**config.mk**
```make
export PLATFORM = sky130hd
export DESIGN_NAME = pneumatic_cycle_sequencer
export DESIGN_NICKNAME = d
export VERILOG_FILES = /design/src/pcs_pkg.sv /design/src/pcs_step.sv /design/src/pneumatic_cycle_sequencer.sv
export SDC_FILE = /design/constraint.sdc
export NUM_CORES = 1
export LEC_CHECK = 0
export BUFFER_PORTS_ARGS = -buffer_cell sky130_fd_sc_hd__buf_4
export CAP_MARGIN = 5
export CORE_UTILIZATION = 40
export CTS_BUF_LIST = sky130_fd_sc_hd__clkbuf_4 sky130_fd_sc_hd__clkbuf_8 sky130_fd_sc_hd__clkbuf_16
export DETAILED_ROUTE_END_ITERATION = 10
export SLEW_MARGIN = 0
export SYNTH_ARGS = -nofsm -noshare
export SYNTH_HDL_FRONTEND = slang
export SYNTH_SLANG_ARGS = --single-unit
```
**constraint.sdc**
```tcl
create_clock -name clk -period 5 [get_ports clk]
set_input_delay 0.5 -clock clk [delete_from_list [all_inputs] [get_ports clk]]
set_output_delay 0.5 -clock clk [all_outputs]
set_load 0.02 [all_outputs]
```
**src/pcs_pkg.sv**
```systemverilog
// types and constants of the pneumatic cycle sequencer
package pcs_pkg;

    localparam logic [1:0] OP_TICK  = 2'd0;
    localparam logic [1:0] OP_SENSE = 2'd1;
    localparam logic [1:0] OP_START = 2'd2;

    localparam logic [1:0] CYL_STAT_OFF   = 2'd0;
    localparam logic [1:0] CYL_STAT_ON    = 2'd1;
    localparam logic [1:0] CYL_STAT_FAULT = 2'd2;

    // cylinder indexes
    localparam logic [1:0] CYL_FEED   = 2'd0;
    localparam logic [1:0] CYL_STRIKE = 2'd1;
    localparam logic [1:0] CYL_CLAMP  = 2'd2;
    localparam logic [1:0] CYL_TOOL   = 2'd3;

    localparam logic [4:0] STEP_FIRST = 5'd1;
    localparam logic [4:0] STEP_LAST  = 5'd16;
    localparam logic [4:0] STEP_IDLE  = 5'd20;

    localparam logic [15:0] FIRST_DELAY   = 16'd40;
    localparam logic [15:0] DELAY_RESET   = 16'd20;
    localparam logic [15:0] COUNT_MAX     = 16'hFFFF;
    localparam logic [63:0] LIMITS_RESET  = 64'h0064_0064_0064_0064;

    // register indexes
    localparam logic [2:0] REG_FEED_TO_STRIKE  = 3'd0;
    localparam logic [2:0] REG_STRIKE_TO_CLAMP = 3'd1;
    localparam logic [2:0] REG_STRIKE_OFF      = 3'd2;
    localparam logic [2:0] REG_FEED_OFF        = 3'd3;
    localparam logic [2:0] REG_TOOL_ON         = 3'd4;
    localparam logic [2:0] REG_TOOL_OFF        = 3'd5;
    localparam logic [2:0] REG_CLAMP_OFF       = 3'd6;
    localparam logic [2:0] REG_FAULT_LIMITS    = 3'd7;

    typedef struct packed {
        logic [15:0]       delay_feed_to_strike;
        logic [15:0]       delay_strike_to_clamp;
        logic [15:0]       delay_strike_off;
        logic [15:0]       delay_feed_off;
        logic [15:0]       delay_tool_on;
        logic [15:0]       delay_tool_off;
        logic [15:0]       delay_clamp_off;
        logic [3:0][15:0]  fault_limits;
    } pcs_cfg_t;

    typedef struct packed {
        logic [4:0]       step;
        logic [15:0]      delay_ticks;
        logic [15:0]      fault_ticks;
        logic [3:0]       valve;
        logic [3:0][1:0]  cyl_state;
        logic             alarm;
        logic [15:0]      pieces;
    } pcs_state_t;

endpackage

```
**src/pcs_step.sv**
```systemverilog
// next-state logic of the sequencer for one request
module pcs_step
    import pcs_pkg::*;
(
    input  pcs_state_t  cur,
    input  pcs_cfg_t    cfg,
    input  logic [1:0]  op,
    input  logic [7:0]  sensor_bits,
    output pcs_state_t  nxt,
    output logic        refresh
);

    logic        wait_en;
    logic        delay_en;
    logic        hit;
    logic        turn_on;
    logic [1:0]  cyl;
    logic [15:0] dly_lim;
    logic [15:0] fault_lim;

    // step table decode
    always_comb
    begin
        wait_en  = 1'b0;
        delay_en = 1'b0;
        hit      = 1'b0;
        turn_on  = 1'b0;
        cyl      = CYL_FEED;
        dly_lim  = '0;
        case (cur.step)
            5'd1:
            begin
                wait_en = 1'b1;
                hit     = sensor_bits[0] & sensor_bits[2] & sensor_bits[4] & sensor_bits[6];
                cyl     = CYL_CLAMP;
            end
            5'd2:
            begin
                delay_en = 1'b1;
                dly_lim  = FIRST_DELAY;
                cyl      = CYL_FEED;
                turn_on  = 1'b1;
            end
            5'd3:
            begin
                wait_en = 1'b1;
                hit     = sensor_bits[1];
                cyl     = CYL_FEED;
            end
            5'd4:
            begin
                delay_en = 1'b1;
                dly_lim  = cfg.delay_feed_to_strike;
                cyl      = CYL_STRIKE;
                turn_on  = 1'b1;
            end
            5'd5:
            begin
                wait_en = 1'b1;
                hit     = sensor_bits[3];
                cyl     = CYL_STRIKE;
            end
            5'd6:
            begin
                delay_en = 1'b1;
                dly_lim  = cfg.delay_strike_to_clamp;
                cyl      = CYL_CLAMP;
                turn_on  = 1'b1;
            end
            5'd7:
            begin
                wait_en = 1'b1;
                hit     = sensor_bits[5];
                cyl     = CYL_CLAMP;
            end
            5'd8:
            begin
                delay_en = 1'b1;
                dly_lim  = cfg.delay_strike_off;
                cyl      = CYL_STRIKE;
            end
            5'd9:
            begin
                wait_en = 1'b1;
                hit     = sensor_bits[2];
                cyl     = CYL_STRIKE;
            end
            5'd10:
            begin
                delay_en = 1'b1;
                dly_lim  = cfg.delay_feed_off;
                cyl      = CYL_FEED;
            end
            5'd11:
            begin
                wait_en = 1'b1;
                hit     = sensor_bits[0];
                cyl     = CYL_FEED;
            end
            5'd12:
            begin
                delay_en = 1'b1;
                dly_lim  = cfg.delay_tool_on;
                cyl      = CYL_TOOL;
                turn_on  = 1'b1;
            end
            5'd13:
            begin
                wait_en = 1'b1;
                hit     = sensor_bits[7];
                cyl     = CYL_TOOL;
            end
            5'd14:
            begin
                delay_en = 1'b1;
                dly_lim  = cfg.delay_tool_off;
                cyl      = CYL_TOOL;
            end
            5'd15:
            begin
                wait_en = 1'b1;
                hit     = sensor_bits[6];
                cyl     = CYL_TOOL;
            end
            5'd16:
            begin
                delay_en = 1'b1;
                dly_lim  = cfg.delay_clamp_off;
                cyl      = CYL_CLAMP;
            end
            default:
            begin
                wait_en  = 1'b0;
                delay_en = 1'b0;
            end
        endcase
    end

    assign fault_lim = cfg.fault_limits[cyl];

    always_comb
    begin
        nxt     = cur;
        refresh = 1'b0;
        case (op)
            OP_TICK:
            begin
                if (cur.delay_ticks != COUNT_MAX)
                    nxt.delay_ticks = cur.delay_ticks + 16'd1;
                if (cur.fault_ticks != COUNT_MAX)
                    nxt.fault_ticks = cur.fault_ticks + 16'd1;
            end
            OP_SENSE:
            begin
                if (wait_en)
                begin
                    if (hit)
                    begin
                        nxt.delay_ticks = '0;
                        nxt.step        = cur.step + 5'd1;
                    end
                    else if (cur.fault_ticks > fault_lim)
                    begin
                        nxt.alarm          = 1'b1;
                        nxt.cyl_state[cyl] = CYL_STAT_FAULT;
                        refresh            = 1'b1;
                    end
                end
                else if (delay_en && (cur.delay_ticks > dly_lim))
                begin
                    // valves are active low
                    nxt.valve[cyl]     = ~turn_on;
                    nxt.cyl_state[cyl] = turn_on ? CYL_STAT_ON : CYL_STAT_OFF;
                    nxt.fault_ticks    = '0;
                    refresh            = 1'b1;
                    if (cur.step == STEP_LAST)
                    begin
                        nxt.step   = STEP_FIRST;
                        nxt.pieces = cur.pieces + 16'd1;
                    end
                    else
                    begin
                        nxt.step = cur.step + 5'd1;
                    end
                end
            end
            OP_START:
            begin
                if (cur.step == STEP_IDLE)
                    nxt.step = STEP_FIRST;
            end
            default:
            begin
                nxt = cur;
            end
        endcase
    end

endmodule

```
**src/pneumatic_cycle_sequencer.sv**
```systemverilog
// top level of the pneumatic cycle sequencer
// Sixteen-step machine-cycle sequencer for four pneumatic cylinders. Each request
// on the input stream (tick, sense or start in s_tuser, sensor bits in s_tdata)
// is worked off as soon as it is taken: the step logic updates the sequencer state
// and the new status is registered as one result on the output stream. A request
// is taken every cycle while the result register is empty or being drained, so
// the sustained rate is one request per cycle, and each result is presented in the
// cycle after its request is taken. Delay and fault-limit registers sit on a 64-bit
// APB port at byte address 8*index and should be written while the stream is idle.
module pneumatic_cycle_sequencer
    import pcs_pkg::*;
(
    input  logic        clk,
    input  logic        rst_n,
    input  logic        s_tvalid,
    output logic        s_tready,
    input  logic [7:0]  s_tdata,    // [7:0] sensor_bits
    input  logic [1:0]  s_tuser,    // [1:0] op
    output logic        m_tvalid,
    input  logic        m_tready,
    // [3:0] valve_drive, [5:4] feed_status, [7:6] strike_status,
    // [9:8] clamp_status, [11:10] tool_status, [12] alarm_active,
    // [13] refresh_pulse, [29:14] pieces_done, [34:30] current_step, rest zero
    output logic [39:0] m_tdata,
    input  logic        psel,
    input  logic        penable,
    input  logic        pwrite,
    input  logic [5:0]  paddr,
    input  logic [63:0] pwdata,
    output logic [63:0] prdata,
    output logic        pready
);

    pcs_cfg_t    cfg_reg;
    pcs_state_t  state_reg;
    pcs_state_t  state_next;
    logic        refresh_next;
    logic        m_tvalid_reg;
    logic [34:0] out_reg;
    logic        in_fire;
    logic        cfg_write;
    logic [2:0]  reg_idx;

    assign pready    = 1'b1;
    assign reg_idx   = paddr[5:3];
    assign cfg_write = psel && penable && pwrite && pready;
    assign s_tready  = !m_tvalid_reg || m_tready;
    assign in_fire   = s_tvalid && s_tready;

    always_ff @(posedge clk or negedge rst_n)
    begin
        if (!rst_n)
        begin
            cfg_reg.delay_feed_to_strike  <= DELAY_RESET;
            cfg_reg.delay_strike_to_clamp <= DELAY_RESET;
            cfg_reg.delay_strike_off      <= DELAY_RESET;
            cfg_reg.delay_feed_off        <= DELAY_RESET;
            cfg_reg.delay_tool_on         <= DELAY_RESET;
            cfg_reg.delay_tool_off        <= DELAY_RESET;
            cfg_reg.delay_clamp_off       <= DELAY_RESET;
            cfg_reg.fault_limits          <= LIMITS_RESET;
        end
        else if (cfg_write)
        begin
            case (reg_idx)
                REG_FEED_TO_STRIKE:  cfg_reg.delay_feed_to_strike  <= pwdata[15:0];
                REG_STRIKE_TO_CLAMP: cfg_reg.delay_strike_to_clamp <= pwdata[15:0];
                REG_STRIKE_OFF:      cfg_reg.delay_strike_off      <= pwdata[15:0];
                REG_FEED_OFF:        cfg_reg.delay_feed_off        <= pwdata[15:0];
                REG_TOOL_ON:         cfg_reg.delay_tool_on         <= pwdata[15:0];
                REG_TOOL_OFF:        cfg_reg.delay_tool_off        <= pwdata[15:0];
                REG_CLAMP_OFF:       cfg_reg.delay_clamp_off       <= pwdata[15:0];
                REG_FAULT_LIMITS:    cfg_reg.fault_limits          <= pwdata;
                default:             cfg_reg.fault_limits          <= cfg_reg.fault_limits;
            endcase
        end
    end

    always_comb
    begin
        case (reg_idx)
            REG_FEED_TO_STRIKE:  prdata = {48'd0, cfg_reg.delay_feed_to_strike};
            REG_STRIKE_TO_CLAMP: prdata = {48'd0, cfg_reg.delay_strike_to_clamp};
            REG_STRIKE_OFF:      prdata = {48'd0, cfg_reg.delay_strike_off};
            REG_FEED_OFF:        prdata = {48'd0, cfg_reg.delay_feed_off};
            REG_TOOL_ON:         prdata = {48'd0, cfg_reg.delay_tool_on};
            REG_TOOL_OFF:        prdata = {48'd0, cfg_reg.delay_tool_off};
            REG_CLAMP_OFF:       prdata = {48'd0, cfg_reg.delay_clamp_off};
            REG_FAULT_LIMITS:    prdata = cfg_reg.fault_limits;
            default:             prdata = '0;
        endcase
    end

    pcs_step u_step (
        .cur         (state_reg),
        .cfg         (cfg_reg),
        .op          (s_tuser),
        .sensor_bits (s_tdata),
        .nxt         (state_next),
        .refresh     (refresh_next)
    );

    always_ff @(posedge clk or negedge rst_n)
    begin
        if (!rst_n)
        begin
            state_reg.step        <= STEP_IDLE;
            state_reg.delay_ticks <= '0;
            state_reg.fault_ticks <= '0;
            state_reg.valve       <= 4'hF;
            state_reg.cyl_state   <= '0;
            state_reg.alarm       <= 1'b0;
            state_reg.pieces      <= '0;
        end
        else if (in_fire)
        begin
            state_reg <= state_next;
        end
    end

    always_ff @(posedge clk or negedge rst_n)
    begin
        if (!rst_n)
            m_tvalid_reg <= 1'b0;
        else if (s_tready)
            m_tvalid_reg <= s_tvalid;
    end

    // result payload, no reset needed
    always_ff @(posedge clk)
    begin
        if (in_fire)
            out_reg <= {state_next.step, state_next.pieces, refresh_next,
                        state_next.alarm, state_next.cyl_state[3],
                        state_next.cyl_state[2], state_next.cyl_state[1],
                        state_next.cyl_state[0], state_next.valve};
    end

    assign m_tvalid = m_tvalid_reg;
    assign m_tdata  = {5'd0, out_reg};

endmodule

```
# Yosys cells after proc, flatten, opt, wreduce, memory -nomap -nowiden
# Index checks and enable logic that the tools add are counted.
dict set report totals {
  ramBits 0
  mem_count 0
  regBits 278
  latchBits 0
  rom_bits 0
  input_bits 87
  elab_cells 139
}
dict set report classes {
  add_sub_neg 4
  eq_ne 34
  reduce_logical 26
  mux 40
  n_mul 0
  shifts 0
  div 0
  n_lt_le_gt_ge 4
  n_bitwise 7
}
# operator count
set op_table {}
lappend op_table {{64-bit one-hot mux with 8 select lines} 1}
lappend op_table {{16-bit one-hot mux with 8 select lines} 1}
lappend op_table {{16-bit 2-to-1 mux} 7}
lappend op_table {{32-bit one-hot mux with 2 select lines} 1}
lappend op_table {{16-bit by 1-bit adder with 16-bit output (second input constant)} 3}
lappend op_table {{5-bit by 4-bit equality test with 1-bit output (second input constant)} 8}
lappend op_table {{16-bit binary-select mux with 2-bit select} 1}
lappend op_table {{16-bit > comparator} 2}
lappend op_table {{16-bit != test (second input constant)} 2}
lappend op_table {{29-bit 2-to-1 mux} 1}
lappend op_table {{28-bit 2-to-1 mux} 1}
lappend op_table {{21-bit 2-to-1 mux} 1}
lappend op_table {{5-bit by 3-bit equality test with 1-bit output (second input constant)} 4}
lappend op_table {{20-bit 2-to-1 mux} 1}
lappend op_table {{5-bit 2-to-1 mux} 4}
lappend op_table {{9-bit 2-to-1 mux} 2}
lappend op_table {{2-bit AND reduction} 8}
lappend op_table {{4-bit OR reduction} 4}
lappend op_table {{8-bit OR reduction} 2}
lappend op_table {{3-bit equality test (second input constant)} 4}
lappend op_table {{5-bit by 2-bit equality test with 1-bit output (second input constant)} 2}
lappend op_table {{5-bit equality test (second input constant)} 2}
lappend op_table {{1-bit 2-to-1 mux} 10}
lappend op_table {{2-bit by 1-bit != test with 1-bit output (second input constant)} 5}
lappend op_table {{30 further kinds} 38}

# Depth between registers and ports, before layout
# Gate-level depths: netlist (run 1).
dict set report depth {
  ltp_word 13
  depth_mapped 22
}

# Hierarchy
# From an unflattened synthesis (run 1), not the netlist that was laid out.
dict set report unflattened {
  cells_unflattened 1359
  hier_area_um2 15574.9
}
# module instances area_per_inst_um2 seq_area_each_um2 cells_per_inst
set by_module_without_submodules {}
lappend by_module_without_submodules {pneumatic_cycle_sequencer 1 11636.2 7171.9 759}
lappend by_module_without_submodules {pcs_step 1 3938.8 0.0 600}

# Worst setup path before layout (run 1)
# Ideal clock, no wire load.
dict set report synth_path {
  path_kind {register to register}
  from {register state_reg[61] (netlist bit)}
  to {register out_reg[0], data pin}
  arrival_ns 4.280
  t_required_ns 4.740
  path_buffers 6
  setup_time_ns 0.260
  path_slack_ns 0.460
  stages_incl_launch_ff 21
  path_cell_list {dfrtp_1 clkbuf_1 inv_1 ha_1 clkbuf_1 nand2_1 nor3_1 clkbuf_1 clkbuf_1 a222oi_1 and3_1 ha_1 nand4_1 or3_1 a21o_1 a31oi_1 buf_2 and2_1 buf_4 nand3_1 mux2_2}
}
# element line_no
set synth_lines {}
lappend synth_lines {{from (decl)} pneumatic_cycle_sequencer.sv:35} ;# pcs_state_t state_reg;
lappend synth_lines {{from (signal assigned)} pneumatic_cycle_sequencer.sv:117} ;# state_reg <= state_next;
lappend synth_lines {{to (signal assigned)} pneumatic_cycle_sequencer.sv:133} ;# out_reg <= {state_next.step, state_next.pieces, refresh_next,
lappend synth_lines {{to (decl)} pneumatic_cycle_sequencer.sv:39} ;# logic [34:0] out_reg;

# Final worst setup path (run 1)
dict set report layout_path {
  from {register state_reg[62] (netlist bit)}
  to {register state_reg[24] (netlist bit)}
}
dict set report layout_via {
  elab_chain_cells 12
  elab_cells_between_ends 43
  cone_classes {order compare (4); eq/ne (16); mux (15); bitwise (1); reduce/logical (7)}
}
# element line_no
set layout_lines {}
lappend layout_lines {{branches (longest 10 deep; another with 16-bit > comparator)} -}
lappend layout_lines {{8-bit 2-to-1 mux (*)} pcs_step.sv:155} ;# if (wait_en)
lappend layout_lines {{29-bit 2-to-1 mux (*)} pcs_step.sv:145} ;# case (op)
# Mark *: on every way between the ends. The select of a mux whose other input is x is not followed.
# A chain may end at the register's enable or synchronous reset.

==> results.md, run 1 <==
- The flow ran to the end, and the final reports show no timing, DRC or antenna violations.
- The post-route DRC violation count is 0.
- STA classifies the critical path endpoint as a flop.
- The flip-flop count of the largest register, all copies and words added is 176.
- The smallest clock period supported by the final layout is computed as 4.62 ns.
- The clock tree root driver cell is sky130_fd_sc_hd__clkbuf_16.
- The count of placed standard cells including taps is 2050.
- The wire length of the first global-routing pass is 67000 um.
- Adding up every negative setup slack in the final design gives 0 ns.
- For this run, asynchronously set or reset flops after synthesis account for 87.4%.
- The via-per-instance ratio is 5.66.
- Max-cap violations in this run came to 0.
- The synthesized area divided by synthesized cell count is 10.7 um2.
- The clock slew at the register clock pins of the worst setup and hold paths is approximately 0.060 ns.
- The share of synthesized area occupied by flip-flops and latches is 47.3%.
- The congestion estimate from routability-driven global placement came to ~0.86.
- The number of antenna violations at the first check in global routing came to 0.
- The share of the cycle needed by the critical path after routing is approximately 92%.
- Entering global routing, the biggest net connects 118 pins.
- Setup slack closes at 0.380 ns.
- The number of nets at the end of the flow is 1709.
- The first detailed-routing pass ran for 6 iterations.
- The power per cell area is around 380 nW/um2.
- For this run, the number of Yosys warnings is 0.
- The critical path data arrival time is 5.11 ns.
- In this run the worst path has a maximum fanout of 14.
- Hold timing on the final database bottoms out at a slack of roughly 0.012 ns.
- The maximum clock skew at final layout is 0.0143 ns.
- The most used flip-flop cell after synthesis is sky130_fd_sc_hd__dfrtp_1.
- For this design the static power due to leakage is 8.00 nW.
- By area the synthesized netlist is led by sky130_fd_sc_hd__dfrtp_1 (35%), sky130_fd_sc_hd__mux2_2 (13%), sky130_fd_sc_hd__edfxtp_1 (6.9%).
- The deepest clock path buffer count is 3.
- CTS built an H-tree with a depth of 1.
- The total routing resource utilization after global routing is between 20% and 30%.
- The placed wire-length estimate after detailed placement is 29200 um.
- The class of the tightest hold or removal check is input pin to asynchronous set/reset pin.
- Tracing the worst setup path back leads to its startpoint at state_reg[62].
- The clock latency on the worst-skew pair is approximately 0.57 ns.
- After clock tree synthesis, the flow added hold-fix buffers numbering 0.
- The family with the most delay on the worst path is simple AND/OR/NAND/NOR gates.
- Compared with the post-synthesis result, the final layout area differs by 20.4%.
- The share of synthesized area in the top cell type comes to about a third.
- The synthesized netlist cell count is 1413.
- The die outline width is about 200 um.
- The number of flops mapped to enable cells by yosys is 35.
- 194 I/O pins were placed.
- Dividing the detail-routed wire length by the instance count gives 20.4 um.
- The vias after detailed routing is 11936.
- In this run the remaining antenna-violating nets after routing total 0.
- The total length of routed wires is roughly 43000 um.
- The cell type with the highest aggregate area in the netlist is sky130_fd_sc_hd__dfrtp_1.
- For this configuration, the core starts out at a cell density of 41.0%.
- OpenSTA, run right after detailed placement, puts the worst setup slack at 0.306 ns.
- Counting both buffers and inverters, the worst setup path holds a total of 2.
- The via count of the first global-routing pass is 11645.
- For this run, the slowest stage of the critical path takes 0.53 ns.
- In this run the critical register-to-register path is launched from state_reg[62].
- The most common cell in the synthesized netlist is sky130_fd_sc_hd__dfrtp_1.
- The count of placed standard cells in the final layout, fillers left out is 2108.
- The number of buffer cells added on primary ports is between 150 and 200.
- The endpoint required time on the critical path is 5.49 ns.
- The remaining max-slew budget at the tightest pin is 13.8%.
- The maximum operating frequency is 216 MHz.
- The clock buffer count from CTS is 31.
- The floorplan step defined a die boundary enclosing 38700 um2.
- The count of inserted antenna diode cells is 0.
- The first routing iteration left 787 violations.
- The number of different library cells used by synthesis comes to 64.
- The total area of multi-input combinational cells is 7570 um2.
- The signal on the critical path passes through inv_1, ha_1, nor2b_1, a211oi_1, a211oi_2, nand2b_1, buf_4, nor2_1, a21oi_1, o22ai_1, ha_1, and3_1, nand3_1, nor4_1, o21ai_0, a31o_1, or3_1, a21oi_1.
- The number of synthesized register bits is 278.
- The peak ir drop on the vdd network is 0.311 mV.
- The final count of pins violating max slew is 0.
- The floorplan has 70 rows.
- The fraction of final layout cells with drive strength greater than 1 is 32.4%.
- The count of final setup violators is 0.
- By count the netlist is led by sky130_fd_sc_hd__dfrtp_1 (211), sky130_fd_sc_hd__mux2_2 (181), sky130_fd_sc_hd__nor2_1 (103).
- For the pin with the worst max-slew slack, the measured transition is between 1 and 1.5 ns.
- Summing every instance area after synthesis gives roughly 15000 um2.
- STA classifies the critical path startpoint as a flop.
- Setup repair after global routing left no endpoint under its margin.
- The number of endpoints with negative hold slack in the final report was 0.
- The filler cell count in the final layout is 3429.
- The core footprint is approximately 37000 um2.
- The worst setup path is of the flop to flop kind.
- Summed over all layers, the global routing overflow is 0.
- Measured along the y axis, the die boundary spans 197 um.
- The TritonCTS clock tree is done.
- Counting every sink on the clock net gives 278.
- The worst-path cell with the longest stage delay is sky130_fd_sc_hd__dfrtp_1.
- The area taken by flip-flops and latches is 7170 um2.
[per-layer routing]
metal  wire length [um]  vias up  global-route usage, %
li1                   -     5565                      -
met1              18900     5853                   30.5
met2              19900      422                   34.5
met3               2530       96                   3.63
met4               1700        0                   9.02
met5                  0        -                      0
[layout by cell type, fill, tap and decap left out, drive strengths merged, types with 12 or more instances in the layout]
cell and count:
inv 32, or3 20, o22ai 28, and2 53, nor2 104, nand2 80, buf 219, nor3 33
a21oi 89, nand3 30, nor4 12, a22oi 32, and3 28, edfxtp 35, a222oi 16, o21ai 54
nand2b 13, a211oi 19, dfstp 32, ha 43, dfrtp 211, xor2 21, mux2i 34, nand4 16
mux2 181, clkbuf 43
[metrics by stage]
stage / util (%) / total power [mW] / area [um2]
4_1_cts: 49.3 / 7.05 / 18200
3_5_place_dp: 46.4 / 4.65 / 17200
5_1_grt: 49.4 / 7.35 / 18300
2_1_floorplan: - / 4.02 / 15200
3_3_place_gp: 46.4 / 4.59 / 17200
6_report: 49.4 / 7.00 / 18300
[power breakdown]
part	switching [mW]	internal [mW]	total, mW
Sequential	0.345	2.70	3.05
Combinational	0.822	0.746	1.57
Clock	0.949	1.44	2.39
Total	2.12	4.89	7.00
[final cells by class]
class | instances | share of cell area (%)
Tap cell | 504 | 3.46
Timing Repair Buffer | 219 | 9.25
Clock inverter | 15 | 1.10
Inverter | 30 | 0.617
Clock buffer | 43 | 4.81
Sequential cell | 278 | 39.3
Multi-Input combinational cell | 1019 | 41.5
[cells by family (layout without fill, tap and decap cells)]
| group | after synthesis | count (layout) | synth area share (%) |
|---|---|---|---|
| AO/OA/AOI/OAI | 296 | 296 | 12.7 |
| XOR/XNOR | 31 | 31 | 1.79 |
| adder cells (fa/ha/maj) | 43 | 43 | 3.55 |
| buffers and inverters | 120 | 307 | 3.46 |
| flip-flops | 278 | 278 | 47.3 |
| multiplexers | 226 | 226 | 17.3 |
| other | 2 | 6 | 0.0495 |
| AND/OR/NAND/NOR | 417 | 417 | 13.9 |
[path summary, 6_finish.rpt]
| path | endpoint | slack (ns) | depth (start not counted) |
|---|---|---|---|
| setup / recovery | state_reg[24] | 0.38 | 18 |
| hold / removal | cfg_reg[172] | 0.01 | 1 |
| setup reg to reg | state_reg[24] | 0.38 | 18 |
| hold reg to reg | state_reg[16] | 0.46 | 1 |
| max in group asynchronous | cfg_reg[139] | 3.80 | 2 |
| min in group clk | cfg_reg[57] | 0.16 | 2 |
[what timing repair did]
| item | CTS | global route |
|---|---|---|
| setup endpoints to repair | 0 | 13 |
| resized for setup | 0 | 2 |
| buffers inserted | 0 | 0 |
[worst reg2reg max path, stage by stage (launching register included)]
cell and delay, ns:
sky130_fd_sc_hd__dfrtp_1 0.53, sky130_fd_sc_hd__inv_1 0.14, sky130_fd_sc_hd__ha_1 0.27, sky130_fd_sc_hd__nor2b_1 0.18, sky130_fd_sc_hd__a211oi_1 0.38, sky130_fd_sc_hd__a211oi_2 0.15, sky130_fd_sc_hd__nand2b_1 0.15, sky130_fd_sc_hd__buf_4 0.20
sky130_fd_sc_hd__nor2_1 0.06, sky130_fd_sc_hd__a21oi_1 0.11, sky130_fd_sc_hd__o22ai_1 0.10, sky130_fd_sc_hd__ha_1 0.32, sky130_fd_sc_hd__and3_1 0.18, sky130_fd_sc_hd__nand3_1 0.13, sky130_fd_sc_hd__nor4_1 0.49, sky130_fd_sc_hd__o21ai_0 0.17
sky130_fd_sc_hd__a31o_1 0.42, sky130_fd_sc_hd__or3_1 0.42, sky130_fd_sc_hd__a21oi_1 0.15
No activity file was read; power rests on OpenSTA's default activity.
==> run 2: changes to the inputs <==
- CORE_MARGIN: not set -> 3
==> results.md, run 2 (same netlist as run 1, synthesis figures left out) <==
- For the final routed database, the setup TNS stands at 0 ns.
- Global routing finished with a remaining overflow of 0.
- The analysis attributes to cell leakage a power of 8.06 nW.
- The core footprint is around 37000 um2.
- The run finished with clean final reports.
- Dividing total power by cell area gives a power density of 389 nW/um2.
- Data on the critical path is required at its endpoint by 5.26 ns.
- The final count of pins violating max slew is 0.
- The first-pass detailed-route iteration total is 7.
- The maximum operating frequency is 217 MHz.
- The number of post-CTS setup repair buffers is 0.
- The post-route DRC violation count is 0.
- The count of nets left with antenna violations after detail routing is 0.
- STA classifies the critical path startpoint as a flop.
- After detailed routing, the number of vias per cell comes to 5.69.
- The clock slew at the register clock pins of the worst setup and hold paths is approximately 0.06 ns.
- The filler cell count in the final layout is 3403.
- The fraction of final layout cells with drive strength greater than 1 is 32.8%.
- Once the floorplan was initialized, standard cells occupied roughly two fifths of the core.
- The class of the tightest hold or removal check is input pin to asynchronous set/reset pin.
- The endpoint of the worst-slack reg-to-reg timing path is out_reg[15].
- The maximum level of the CTS H-tree is 2.
- The routability congestion estimate from global placement is around 0.86.
- Measured along the y axis, the die boundary spans 201 um.
- Counting along the longest clock path gives a buffer depth of 3.
- The maximum clock skew at final layout is 0.0325 ns.
- The critical path data arrival time is 4.86 ns.
- The clock latency on the worst-skew pair is 0.53 ns.
- In this run the core area contains 70 standard-cell rows.
- Setup violations remaining at the end of the flow were counted as 0.
- The area taken by flip-flops and latches is 7170 um2.
- Entering global routing, the biggest net connects 128 pins.
- Measured against its own limit, the worst slew margin works out to ~18%.
- The total area of multi-input combinational cells is roughly 7600 um2.
- The count of placed standard cells in the final layout, fillers left out is 2116.
- The count of placed standard cells including taps is 2052.
- After clock tree synthesis, the flow added hold-fix buffers numbering 0.
- 194 I/O pins were placed.
- The wire-length estimate of the detail-placed layout is 29400 um.
- The total routing resource utilization after global routing is 21.4%.
- The endpoint type of the worst setup path is a flop.
- For flop-to-flop paths, the worst setup slack is ~0.40 ns.
- Setup repair after global routing left no endpoint under its margin.
- The area growth from synthesis to final layout is 21.0%.
- Measured along the x axis, the die boundary spans 201 um.
- The pin slew with the least headroom to its limit is 1.22 ns.
- The flip-flop count of the largest register, all copies and words added is 176.
- The clock net in this run drives a total of 278 sinks.
- The first global-routing pass estimated 69400 um of wire.
- After clock tree synthesis, the repair step resized 0 gates.
- The routed length per placed instance is slightly above 20 um.
- Port buffering added 184 buffers.
- The overall die area is 40300 um2.
- The total length of routed wires is about 44000 um.
- TritonCTS built the clock tree.
- The peak ir drop on the vdd network is 0.229 mV.
- By startpoint and endpoint, the worst setup path is classified as flop to flop.
- The share of the cycle needed by the critical path after routing is 92.0%.
- The vias after detailed routing is ~12000.
- For this block, the initial DRC count from the detailed router was 897.
- Along the worst path, the maximum fanout reaches 18.
- The number of antenna diodes in the final layout is 0.
- The number of antenna violations at the first check in global routing came to 0.
- The startpoint identified for the worst register-to-register timing path is state_reg[61].
- The number of endpoints with negative hold slack in the final report is 0.
- The clock period minus final worst setup slack is 4.60 ns.
- The via count of the first global-routing pass is 12041.
- Counting the buffers created by CTS gives 35.
- Across the run, the number of max-cap violations was 0.
- Leaving out fill and tap cells, the most frequent cell in the layout is sky130_fd_sc_hd__buf_4.
- For the worst flop-to-flop path, the logic depth is 15.
- Leaving out fill and tap cells, the most frequent cells in the layout are sky130_fd_sc_hd__buf_4 (218), sky130_fd_sc_hd__dfrtp_1 (211), sky130_fd_sc_hd__mux2_2 (181).
- The tree is rooted in a sky130_fd_sc_hd__clkbuf_16.
- For this run, the post-layout net count is 1715.
==> run 2: routing by layer <==
layer / vias to the layer above / global-route usage [%] / wire [um]
met4: 0 / 6.40 / 1120
met5: - / 0 / 0
met3: 75 / 3.58 / 2810
met2: 406 / 34.8 / 20700
li1: 5560 / - / -
met1: 5989 / 29.5 / 19300
==> run 2: critical path, cell delays in order (launching register included) <==
cell and delay [ns]:
sky130_fd_sc_hd__dfrtp_1 0.49, sky130_fd_sc_hd__inv_1 0.15, sky130_fd_sc_hd__ha_1 0.34, sky130_fd_sc_hd__nand2_1 0.15, sky130_fd_sc_hd__nor3_2 0.23, sky130_fd_sc_hd__buf_12 0.22
sky130_fd_sc_hd__a222oi_1 0.09, sky130_fd_sc_hd__and3_1 0.21, sky130_fd_sc_hd__ha_1 0.33, sky130_fd_sc_hd__nand4_1 0.15, sky130_fd_sc_hd__or3_1 0.46, sky130_fd_sc_hd__a21o_1 0.21
sky130_fd_sc_hd__a31oi_1 0.32, sky130_fd_sc_hd__buf_4 0.23, sky130_fd_sc_hd__and4_1 0.36, sky130_fd_sc_hd__mux2_2 0.38
==> run 2: cell type report <==
type	instances	share of cell area (%)
inverters	30	0.614
flip-flops and latches	278	39.1
well taps	504	3.44
repair buffers	221	9.22
clock inverters	8	0.348
multi-input cells	1019	41.3
clock buffers	56	6.00
==> run 2: worst max-delay path by stage <==
stage / from / slack [ns] / cells after the start / end
finish: state_reg[61] / 0.40 / 15 / out_reg[15]
global route: state_reg[61] / 0.06 / 16 / out_reg[4]
CTS: state_reg[62] / 0.29 / 17 / state_reg[24]
detailed placement: state_reg[62] / 0.34 / 17 / state_reg[24]
global placement: state_reg[62] / 0.41 / 17 / out_reg[11]
floorplan: state_reg[61] / 0.46 / 20 / out_reg[0]
==> run 2: through the flow <==
step                power (mW)  setup WS (ns)  hold WS [ns]  utilization, %  instance area (um2)
global placement          4.59          0.412         0.454            46.4                17200
global route              7.49         0.0579         0.175            49.6                18300
CTS                       7.17          0.289         0.129            49.6                18300
finish                    7.12          0.399        0.0764            49.6                18300
floorplan                 4.02          0.460         0.204               -                15200
detailed placement        4.64          0.335         0.455            46.4                17200
==> run 2: where the power goes <==
part / switching [mW] / total, mW / internal, mW
combinational: 0.819 / 1.56 / 0.741
clock: 0.997 / 2.52 / 1.52
sequential: 0.344 / 3.05 / 2.70
